--- src/design/sha_pkg.sv ---
// ============================================================================
// sha_pkg
// Shared types, constants and round functions for the SHA-256 hasher.
// ============================================================================
package sha_pkg;

  localparam int unsigned QueueDepth = 4;

  // Input item as it travels from the front part to the back part
  typedef struct packed {
    logic [31:0] data;
    logic [2:0]  nbytes;
    logic        last;
  } sha_item_t;

  typedef logic [31:0] word_t;

  function automatic word_t round_k(input logic [5:0] idx);
    word_t k;
    case (idx)
      6'd0: k = 32'h428a2f98;  6'd1: k = 32'h71374491;  6'd2: k = 32'hb5c0fbcf;
      6'd3: k = 32'he9b5dba5;  6'd4: k = 32'h3956c25b;  6'd5: k = 32'h59f111f1;
      6'd6: k = 32'h923f82a4;  6'd7: k = 32'hab1c5ed5;  6'd8: k = 32'hd807aa98;
      6'd9: k = 32'h12835b01;  6'd10: k = 32'h243185be; 6'd11: k = 32'h550c7dc3;
      6'd12: k = 32'h72be5d74; 6'd13: k = 32'h80deb1fe; 6'd14: k = 32'h9bdc06a7;
      6'd15: k = 32'hc19bf174; 6'd16: k = 32'he49b69c1; 6'd17: k = 32'hefbe4786;
      6'd18: k = 32'h0fc19dc6; 6'd19: k = 32'h240ca1cc; 6'd20: k = 32'h2de92c6f;
      6'd21: k = 32'h4a7484aa; 6'd22: k = 32'h5cb0a9dc; 6'd23: k = 32'h76f988da;
      6'd24: k = 32'h983e5152; 6'd25: k = 32'ha831c66d; 6'd26: k = 32'hb00327c8;
      6'd27: k = 32'hbf597fc7; 6'd28: k = 32'hc6e00bf3; 6'd29: k = 32'hd5a79147;
      6'd30: k = 32'h06ca6351; 6'd31: k = 32'h14292967; 6'd32: k = 32'h27b70a85;
      6'd33: k = 32'h2e1b2138; 6'd34: k = 32'h4d2c6dfc; 6'd35: k = 32'h53380d13;
      6'd36: k = 32'h650a7354; 6'd37: k = 32'h766a0abb; 6'd38: k = 32'h81c2c92e;
      6'd39: k = 32'h92722c85; 6'd40: k = 32'ha2bfe8a1; 6'd41: k = 32'ha81a664b;
      6'd42: k = 32'hc24b8b70; 6'd43: k = 32'hc76c51a3; 6'd44: k = 32'hd192e819;
      6'd45: k = 32'hd6990624; 6'd46: k = 32'hf40e3585; 6'd47: k = 32'h106aa070;
      6'd48: k = 32'h19a4c116; 6'd49: k = 32'h1e376c08; 6'd50: k = 32'h2748774c;
      6'd51: k = 32'h34b0bcb5; 6'd52: k = 32'h391c0cb3; 6'd53: k = 32'h4ed8aa4a;
      6'd54: k = 32'h5b9cca4f; 6'd55: k = 32'h682e6ff3; 6'd56: k = 32'h748f82ee;
      6'd57: k = 32'h78a5636f; 6'd58: k = 32'h84c87814; 6'd59: k = 32'h8cc70208;
      6'd60: k = 32'h90befffa; 6'd61: k = 32'ha4506ceb; 6'd62: k = 32'hbef9a3f7;
      default: k = 32'hc67178f2;
    endcase
    return k;
  endfunction

  function automatic word_t init_hash(input logic [2:0] idx);
    word_t h;
    case (idx)
      3'd0: h = 32'h6a09e667; 3'd1: h = 32'hbb67ae85;
      3'd2: h = 32'h3c6ef372; 3'd3: h = 32'ha54ff53a;
      3'd4: h = 32'h510e527f; 3'd5: h = 32'h9b05688c;
      3'd6: h = 32'h1f83d9ab; default: h = 32'h5be0cd19;
    endcase
    return h;
  endfunction

  function automatic word_t rotr(input word_t x, input int unsigned n);
    return (x >> n) | (x << (32 - n));
  endfunction

endpackage

--- src/design/sha_front.sv ---
// ============================================================================
// sha_front
// Accepts input items, drops empty non-last words and queues the rest.
// ============================================================================
module sha_front (
  input  logic              clk,
  input  logic              rst,
  input  logic              push,
  output logic              full,
  input  logic [31:0]       data_word,
  input  logic [2:0]        valid_bytes,
  input  logic              last_word,
  output logic              q_valid,
  output sha_pkg::sha_item_t q_item,
  input  logic              q_take
);
  import sha_pkg::*;

  localparam int unsigned PtrW = $clog2(QueueDepth);

  sha_item_t         mem [QueueDepth];
  logic [PtrW-1:0]   wr_ptr;
  logic [PtrW-1:0]   rd_ptr;
  logic [PtrW:0]     count;
  logic              keep;
  logic              do_wr;
  logic              do_rd;
  logic [2:0]        nb_clamped;

  // Clamp byte count; an empty non-last word has no effect at all
  assign nb_clamped = (valid_bytes > 3'd4) ? 3'd4 : valid_bytes;
  assign keep  = last_word | (nb_clamped != 3'd0);
  assign full  = (count == (PtrW+1)'(QueueDepth));
  assign do_wr = push & ~full & keep;
  assign do_rd = q_take & q_valid;
  assign q_valid = (count != '0);
  assign q_item  = mem[rd_ptr];

  // Queue storage
  always_ff @(posedge clk) begin
    if (do_wr) begin
      mem[wr_ptr] <= '{data: data_word, nbytes: nb_clamped, last: last_word};
    end
  end

  // Queue pointers
  always_ff @(posedge clk) begin
    if (rst) begin
      wr_ptr <= '0;
      rd_ptr <= '0;
      count  <= '0;
    end else begin
      if (do_wr) wr_ptr <= wr_ptr + 1'b1;
      if (do_rd) rd_ptr <= rd_ptr + 1'b1;
      count <= count + (PtrW+1)'(do_wr) - (PtrW+1)'(do_rd);
    end
  end

endmodule

--- src/design/sha_core.sv ---
// ============================================================================
// sha_core
// Byte packer, padding sequencer, one-round-per-cycle compression and
// digest output register.
// ============================================================================
module sha_core (
  input  logic              clk,
  input  logic              rst,
  input  logic              q_valid,
  input  sha_pkg::sha_item_t q_item,
  output logic              q_take,
  output logic              empty,
  input  logic              pop,
  output logic [31:0]       digest_word,
  output logic [2:0]        word_index,
  output logic              digest_end
);
  import sha_pkg::*;

  localparam logic [2:0] S_IDLE  = 3'd0;
  localparam logic [2:0] S_BYTE  = 3'd1;
  localparam logic [2:0] S_PAD   = 3'd2;
  localparam logic [2:0] S_ROUND = 3'd3;
  localparam logic [2:0] S_ADD   = 3'd4;
  localparam logic [2:0] S_OUT   = 3'd5;

  logic [2:0]  state;
  sha_item_t   cur;
  logic [2:0]  bidx;
  logic        padding;
  logic        final_blk;
  logic [63:0] message_bits;
  logic [63:0] len;
  word_t       w [16];
  word_t       hv [8];
  word_t       v [8];
  logic [5:0]  rnd;
  logic [3:0]  oidx;
  logic        out_full;

  logic [5:0]  pos;
  logic [7:0]  in_byte;
  logic [7:0]  pad_byte;
  word_t       s0, s1, w_new, t1, t2;
  logic [1:0]  bsel;

  assign pos  = message_bits[8:3];
  assign bsel = pos[1:0];
  assign in_byte = cur.data[31 - 8*bidx -: 8];
  assign q_take = (state == S_IDLE) && q_valid;
  assign empty  = ~out_full;

  // Message schedule: window of 16 words, shifted each round
  assign s0 = rotr(w[1], 7) ^ rotr(w[1], 18) ^ (w[1] >> 3);
  assign s1 = rotr(w[14], 17) ^ rotr(w[14], 19) ^ (w[14] >> 10);
  assign w_new = s1 + w[9] + s0 + w[0];

  // Round datapath
  always_comb begin
    word_t big1, ch, big0, maj;
    big1 = rotr(v[4], 6) ^ rotr(v[4], 11) ^ rotr(v[4], 25);
    ch   = (v[4] & v[5]) ^ (~v[4] & v[6]);
    t1   = v[7] + big1 + ch + round_k(rnd) + w[0];
    big0 = rotr(v[0], 2) ^ rotr(v[0], 13) ^ rotr(v[0], 22);
    maj  = (v[0] & v[1]) ^ (v[0] & v[2]) ^ (v[1] & v[2]);
    t2   = big0 + maj;
  end

  // Padding byte: 0x80 first, then zeros
  assign pad_byte = padding ? 8'h00 : 8'h80;

  // Sequencer
  always_ff @(posedge clk) begin
    if (rst) begin
      state        <= S_IDLE;
      message_bits <= '0;
      out_full     <= 1'b0;
      for (int i = 0; i < 8; i++) hv[i] <= init_hash(3'(i));
    end else begin
      // output register frees on pop unless reloaded this cycle
      if (out_full && pop && !(state == S_OUT && !oidx[3])) out_full <= 1'b0;
      case (state)
        S_IDLE: begin
          if (q_valid) begin
            cur   <= q_item;
            bidx  <= '0;
            state <= S_BYTE;
          end
        end
        // One message byte a cycle, paused while a full block is compressed
        S_BYTE: begin
          if (bidx == cur.nbytes) begin
            if (cur.last) begin
              len     <= message_bits;
              padding <= 1'b0;
              state   <= S_PAD;
            end else begin
              state <= S_IDLE;
            end
          end else begin
            if (bsel == 2'd0) w[pos[5:2]] <= {in_byte, 24'h0};
            else w[pos[5:2]][31 - 8*bsel -: 8] <= in_byte;
            message_bits <= message_bits + 64'd8;
            bidx <= bidx + 3'd1;
            if (pos == 6'd63) begin
              final_blk <= 1'b0;
              padding   <= 1'b0;
              rnd   <= '0;
              for (int i = 0; i < 8; i++) v[i] <= hv[i];
              state <= S_ROUND;
            end
          end
        end
        // Pad one byte a cycle, paused while a full block is compressed; length goes into the last two words
        S_PAD: begin
          padding <= 1'b1;
          if (bsel == 2'd0) w[pos[5:2]] <= {pad_byte, 24'h0};
          else w[pos[5:2]][31 - 8*bsel -: 8] <= pad_byte;
          message_bits <= message_bits + 64'd8;
          if (pos == 6'd63) begin
            final_blk <= 1'b0;
            rnd   <= '0;
            for (int i = 0; i < 8; i++) v[i] <= hv[i];
            state <= S_ROUND;
          end else if (pos == 6'd55 && padding) begin
            w[14] <= len[63:32];
            w[15] <= len[31:0];
            final_blk <= 1'b1;
            rnd   <= '0;
            for (int i = 0; i < 8; i++) v[i] <= hv[i];
            state <= S_ROUND;
          end else if (pos == 6'd55) begin
            // 0x80 itself lands on byte 55: length follows immediately
            w[14] <= len[63:32];
            w[15] <= len[31:0];
            final_blk <= 1'b1;
            rnd   <= '0;
            for (int i = 0; i < 8; i++) v[i] <= hv[i];
            state <= S_ROUND;
          end
        end
        // One round a cycle
        S_ROUND: begin
          v[7] <= v[6]; v[6] <= v[5]; v[5] <= v[4]; v[4] <= v[3] + t1;
          v[3] <= v[2]; v[2] <= v[1]; v[1] <= v[0]; v[0] <= t1 + t2;
          for (int i = 0; i < 15; i++) w[i] <= w[i+1];
          w[15] <= w_new;
          rnd <= rnd + 6'd1;
          if (rnd == 6'd63) state <= S_ADD;
        end
        // Fold in; the final block goes to output, a padding block carries on padding, a data block packs on
        S_ADD: begin
          for (int i = 0; i < 8; i++) hv[i] <= hv[i] + v[i];
          if (final_blk) begin
            oidx  <= '0;
            state <= S_OUT;
          end else if (padding) begin
            state <= S_PAD;
          end else begin
            state <= S_BYTE;
          end
        end
        // Hand out eight digest words through the output register
        S_OUT: begin
          if (!out_full || pop) begin
            if (oidx[3]) begin
              message_bits <= '0;
              for (int i = 0; i < 8; i++) hv[i] <= init_hash(3'(i));
              state <= S_IDLE;
            end else begin
              out_full    <= 1'b1;
              digest_word <= hv[oidx[2:0]];
              word_index  <= oidx[2:0];
              digest_end  <= (oidx[2:0] == 3'd7);
              oidx        <= oidx + 4'd1;
            end
          end
        end
        default: state <= S_IDLE;
      endcase
    end
  end

endmodule

--- src/design/sha256_message_hasher.sv ---
// ============================================================================
// sha256_message_hasher
// Streaming SHA-256 of a byte message given as big-endian words.
// ============================================================================
//  channel | handshake        | payload
//  input   | push / full      | data_word, valid_bytes, last_word
//  result  | pop / empty      | digest_word, word_index, digest_end
//
//  An item is taken from the queue, its valid bytes are packed one a cycle
//  and a final step finishes it; a full block pauses packing for the
//  compression rounds, one per cycle, plus the final add.
//  Padding goes one pad byte a cycle, paused while a block is compressed; the
//  digest leaves one word a cycle while pop is held, then the core restarts.
//  A four-item queue lets input be taken while the core compresses.
//  Reset (rst, synchronous) restores the initial hash and empties the queue.
module sha256_message_hasher (
  input  logic        clk,
  input  logic        rst,
  input  logic        push,
  output logic        full,
  input  logic [31:0] data_word,
  input  logic [2:0]  valid_bytes,
  input  logic        last_word,
  output logic        empty,
  input  logic        pop,
  output logic [31:0] digest_word,
  output logic [2:0]  word_index,
  output logic        digest_end
);
  import sha_pkg::*;

  logic      q_valid;
  logic      q_take;
  sha_item_t q_item;

  sha_front u_front (
    .clk, .rst, .push, .full, .data_word, .valid_bytes, .last_word,
    .q_valid, .q_item, .q_take
  );

  sha_core u_core (
    .clk, .rst, .q_valid, .q_item, .q_take,
    .empty, .pop, .digest_word, .word_index, .digest_end
  );

endmodule
--- config.mk ---
export PLATFORM = sky130hd
export DESIGN_NAME = sha256_message_hasher
export DESIGN_NICKNAME = d
export VERILOG_FILES = /design/src/design/sha_pkg.sv /design/src/design/sha_front.sv /design/src/design/sha_core.sv /design/src/design/sha256_message_hasher.sv
export SDC_FILE = /design/constraint.sdc
export NUM_CORES = 2
export LEC_CHECK = 0
export ABC_AREA = 1
export BUFFER_PORTS_ARGS = -buffer_cell sky130_fd_sc_hd__buf_2
export CORE_ASPECT_RATIO = 0.7
export CORE_MARGIN = 5
export CORE_UTILIZATION = 30
export CTS_BUF_LIST = sky130_fd_sc_hd__clkbuf_8
export CTS_CLUSTER_DIAMETER = 100
export CTS_CLUSTER_SIZE = 24
export DETAILED_ROUTE_END_ITERATION = 8
export PLACE_DENSITY = 0.43
export SLEW_MARGIN = 15
export SYNTH_ARGS = -nofsm -noshare
export SYNTH_HDL_FRONTEND = slang
export SYNTH_SLANG_ARGS = --single-unit
--- constraint.sdc ---
create_clock -name clk -period 11.51 [get_ports clk]
set_input_delay 0 -clock clk [delete_from_list [all_inputs] [get_ports clk]]
set_output_delay 0 -clock clk [all_outputs]
set_load 0.02 [all_outputs]
# Word-level counts from Yosys, hierarchy flattened
# Memory sizes are Yosys's and may differ from the RTL's. A register that Yosys moved wholly into a read port is not among the register bits.
# Cells that the tools add are included.
[word_totals] word_cells=576 mem_count=5 rom_bits=2048 output_inout_bits=38 inputBits=40 mem_bits_rw=1168 ff_bits=158
[memory_table] name="(name not given)" words=64 word_bits=32 read_ports=1 rd_clocked_by_memory_dff=1 wr=0 line="sha_pkg.sv:20" source="case (idx)"
[memory_table] name="u_core.w" words=16 word_bits=32 read_ports=16 rd_clocked_by_memory_dff=0 wr=16 line="sha_core.sv:34" source="word_t w [16];"
[memory_table] name="u_core.hv" words=8 word_bits=32 read_ports=9 rd_clocked_by_memory_dff=1 wr=8 line="sha_core.sv:35" source="word_t hv [8];"
[memory_table] name="u_core.v" words=8 word_bits=32 read_ports=8 rd_clocked_by_memory_dff=0 wr=8 line="sha_core.sv:36" source="word_t v [8];"
[memory_table] name="u_front.mem" words=4 word_bits=36 read_ports=1 rd_clocked_by_memory_dff=1 wr=1 line="sha_front.sv:21" source="sha_item_t mem [QueueDepth];"
[classes] shift=4 eq_ne=22 reduce_logical=30 muxes=287 bitwise_logic=183 order_cmp=1 n_addsub=29
[ops] cell="$mux W32" n=96
[ops] cell="$add A32 B32 Y32" n=18
[ops] cell="$xor A32 B32 Y32" n=9
[ops] cell="$mux W64" n=3
[ops] cell="$pmux W64 S3" n=1
[ops] cell="$and A32 B32 Y32" n=5
[ops] cell="$mux W1" n=155
[ops] cell="$or A1 B1 Y1" n=149
[ops] cell="$shiftx A8 B34 Y39" n=2
[ops] cell="$add A64 B4 Y64 const B" n=1
[ops] cell="$mux W3" n=13
[ops] cell="$shift A8 B34 Y39 const A" n=1
[ops] cell="$shiftx A39 B33 Y8" n=1
[ops] cell="$mux W6" n=6
[ops] cell="$neg A32 Y34" n=1
[ops] cell="$not A32 Y32" n=1
[ops] cell="$or A10 B32 Y32" n=1
[ops] cell="$or A13 B32 Y32" n=1
[ops] cell="$or A14 B32 Y32" n=1
[ops] cell="$or A15 B32 Y32" n=1
[ops] cell="$or A19 B32 Y32" n=1
[ops] cell="$or A21 B32 Y32" n=1
[ops] cell="$or A25 B32 Y32" n=1
[ops] cell="$or A26 B32 Y32" n=1
[ops] cell="45 further kinds" n=86

# Depth between registers and ports, before layout
[depth] word_depth=10 depth_mapped=37 depth_no_buf=36

# Modules after synthesis
# A second synthesis with hierarchy kept.
[unflattened] hier_cells=10703 area_unflattened_um2=89749.8
[by_module_without_submodules] module="sha_core" n_inst=1 seq_area_each_um2=35854.4 cells_per_inst=10281 area_per_inst_um2=83864.2
[by_module_without_submodules] module="sha_front" n_inst=1 seq_area_each_um2=4504.3 cells_per_inst=422 area_per_inst_um2=5885.6

# Worst setup path before layout
# Ideal clock, no wire load.
[synth_timing] path_kind="reg2reg" start="mem u_core.v[2][12] (netlist bit)" end="mem u_core.v[0][23] (netlist bit) (data pin)" arrival_ns=5.696 setup_ns=0.255 t_required_ns=11.255 n_path_buf=1 slack_ns=5.559 stages_incl_launch_ff=33 synth_period_minus_slack_ns=5.951 cell_sequence="edfxtp_1 clkbuf_1 xnor2_1 xor2_1 fa_1 fa_1 fa_1 inv_1 ha_1 fa_1 nand3_1 nand2_1 nand2_1 nand2_1 nand3_1 nand2_1 nand2_1 nand2_1 a31o_2 xnor2_1 fa_1 inv_1 ha_1 nand2_1 nor2_1 inv_1 nor2_1 inv_1 o211ai_1 or2_2 nand3_1 o21ai_0 inv_1"
[synth_lines] element="start, declared" line="sha_core.sv:36"

==> summary.txt <==
Clock network
  • Num CTS Buffers: 82
  • Reg clk slew, reported paths: 0.17 ns
  • Worst-Skew Late Latency: 0.98 ns
  • Sink Count: 1,420
  • Clock Tree Root: clkbuf_8
  • Post-CTS Hold Buffers: 77
  • Post_cts resized: 0
  • H-tree Lvls: 3
  • Maximum clock path buffer count: 3
  • CTS tree: done
  • Post-CTS Setup Repair Bufs: 0

Timing
  • Fin crit share: 66.5%
  • Hold Fails Final Rpt: 0
  • Clock skew: 0.129 ns
  • Max-slew headroom: -1.51%
  • Minimum clock period: 7.66 ns
  • Setup TNS Final: 0 ns
  • Worst Max-Slew Pin Slew: 1.52 ns
  • Fmax: 131 MHz
  • Smallest hold slack: 0.139 ns
  • Final Slew Violations: 3
  • RSZ-0062 raised after global routing: false
  • Final setup vio count: 0

Worst setup path
  • CP Capture Type: flop
  • Largest stage delay, worst path: 0.64 ns
  • CP Max Fanout: 7
  • WP data required: 12.19 ns
  • WS Path Type: flop to flop
  • Critical path's slowest cell: edfxtp_1
  • CP Launch Type: flop
  • Reg2reg setup slack: 3.85 ns
  • Top cell by count, worst path: nand2_1
  • Worst endpoint data arrival time: 8.33 ns

Final layout
  • Layout cells sized above 1: 4.24%
  • FILL cells: 32.2k
  • Area Overhead vs Synth: 8.11%
  • Nets: 11.6k

Die
  • Top Ports: 78
  • Die ar.: 314,000 µm²
  • Starting Density: 30.0%
  • # rows: 169
  • Die width: 667 µm
  • Die height: 470 µm
  • Core area: 302,000 µm²

Placement
  • IO Port Bufs: 77
  • GP Congestion: 1.00
  • HPWL after DPL: 348,000 µm

Global route
  • First-pass GRT wire length: 603,000 µm
  • Largest net degree at the start of global routing: 163
  • Initial antenna violation count: 39
  • Total grt overflow: 0
  • Total GRT Usage: 26.9%
  • Number of global-route vias before repair: 74.8k

Logic synthesis
  • Ys async rst share: 0%
  • Synth unique cells: 65
  • Post-synth EDFFs: 1,188
  • Yosys warns: 0
  • Syn avg cell area: 8.26 µm²
  • Post-synthesis sequential area ratio: 44.4%
  • Most used DFF post-synth: edfxtp_1
  • Mapped Area: 90,700 µm²
  • Synth Net Count: 11.6k
  • Yosys reg bits: 1,420
  • Mapped Cells: 11.0k

Detailed routing
  • DR vias/cell: 5.39
  • Final wirelength: 436,000 µm
  • # DRC: 0
  • Post-route ant nets: 0
  • Drt pass-1 iters: 6
  • Via total after detailed routing: 80.9k
  • Drt wl/cell: 29.0 µm
  • Initial DRC count: 10.6k

Status
  • Outcome: complete, but fails checks
  • Failing checks: capacitance limit, slew limit

Run
  • Max-Cap Viols: 1

Min path
  • Hold WC Path Type: input pin to flop
==> metrics by stage <==
step | utilization (%) | cells | instance area (µm²) | worst slack (ns)
final | 32.5 | 15000 | 98100 | 3.85
after global routing | 32.5 | 15000 | 98100 | 3.47
after CTS | 32.5 | 15000 | 98000 | 3.99
after detailed placement | 31.6 | 14800 | 95500 | 4.07
after global placement | 31.6 | 14800 | 95500 | 4.02
after floorplan | - | 11000 | 90700 | 5.56
==> worst paths after layout <==
kind	to	depth (start not counted)	start
min	u_front.mem[1][1]	4	valid_bytes[0]
max reg2reg	u_core.v[0][23]	30	u_core.v[2][13]
min reg2reg	u_core.w[12][26]	2	u_core.w[13][26]
max	u_core.v[0][23]	30	u_core.v[2][13]
==> critical path, delay by kind of cell, from the launching register on <==
kind / cells / cell delay, ns
AO/OA/AOI/OAI: 3 / 0.98
XOR/XNOR: 3 / 0.73
adder cells (fa/ha/maj): 6 / 2.89
buffers and inverters: 4 / 0.33
flip-flops: 1 / 0.64
AND/OR/NAND/NOR: 14 / 1.81
==> cells in the mapped netlist, types with 74 or more instances <==
cell	instances	area, µm²
o21ai_0	914	4570
fa_1	196	3920
nand3_1	544	2720
nand2_1	2921	11000
edfxtp_1	1188	35700
nor2_1	859	3220
xor2_1	220	1930
clkbuf_1	345	1290
ha_1	402	5030
nand4_1	110	688
nor3_1	110	551
dfxtp_1	232	4640
a31oi_1	74	463
a21oi_1	768	3840
xnor2_1	178	1560
inv_1	1215	4560
==> cell usage in the layout, fill, tap and decap left out, drive strengths merged, types with 34 or more instances in the layout <==
cell / instances
buf: 200
o31ai: 35
a21boi: 38
clkbuf: 84
nor2: 869
nand4: 113
edfxtp: 1188
nand2: 2940
fa: 196
xor2: 220
dlygate4sd3: 77
o21ai: 925
xnor2: 178
a31oi: 74
a21oi: 768
nand3: 548
dfxtp: 232
inv: 1271
a21o: 51
o22ai: 70
nor3: 117
ha: 402
o21a: 34
o21bai: 67
or2: 47
o211ai: 73
==> sequential cells by signal, indices dropped and copies added (netlist names), named ones only <==
register	flops
u_core.bidx	3
u_core.cur	36
u_core.digest_end	1
u_core.digest_word	32
u_core.final_blk	1
u_core.hv	256
u_core.len	61
u_core.message_bits	61
u_core.oidx	4
u_core.out_full	1
u_core.padding	1
u_core.rnd	6
u_core.state	3
u_core.v	256
u_core.w	512
u_core.word_index	3
u_front.count	3
u_front.mem	144
u_front.rd_ptr	2
u_front.wr_ptr	2
==> cells by family after synthesis <==
| logic type | count (synthesis) | share of synthesized area, % |
|---|---|---|
| DFF | 1420 | 44.4 |
| muxes | 5 | 0.0552 |
| and+or+nand+nor | 4691 | 21.2 |
| buffers and inverters | 1661 | 7.02 |
| AOI/OAI and AO/OA | 2197 | 13.4 |
| xor gates and xnor gates | 398 | 3.84 |
| adders and majority gates | 616 | 10.1 |
==> cell type report <==
cell class              instances  area, µm²  area share (%)
multi-input cells            7907      44200            45.1
well taps                    4018       5030            5.12
clock inverters                54        597           0.608
diodes                         14       35.0          0.0357
inverters                    1234       4650            4.74
repair buffers                277       2100            2.15
flip-flops and latches       1420      40300            41.1
clock buffers                  84       1160            1.18
==> per-layer routing <==
layer	global-route usage (%)	up-vias	part of all wire [%]
li1	-	36600	-
met1	44.6	40500	52
met2	33.9	3476	37
met3	7.02	289	10
met4	4.33	12	1.7
met5	0	-	0.017
Power is not shown: default switching activity piles up to over one toggle a cycle in this logic, so the estimate is an artifact.
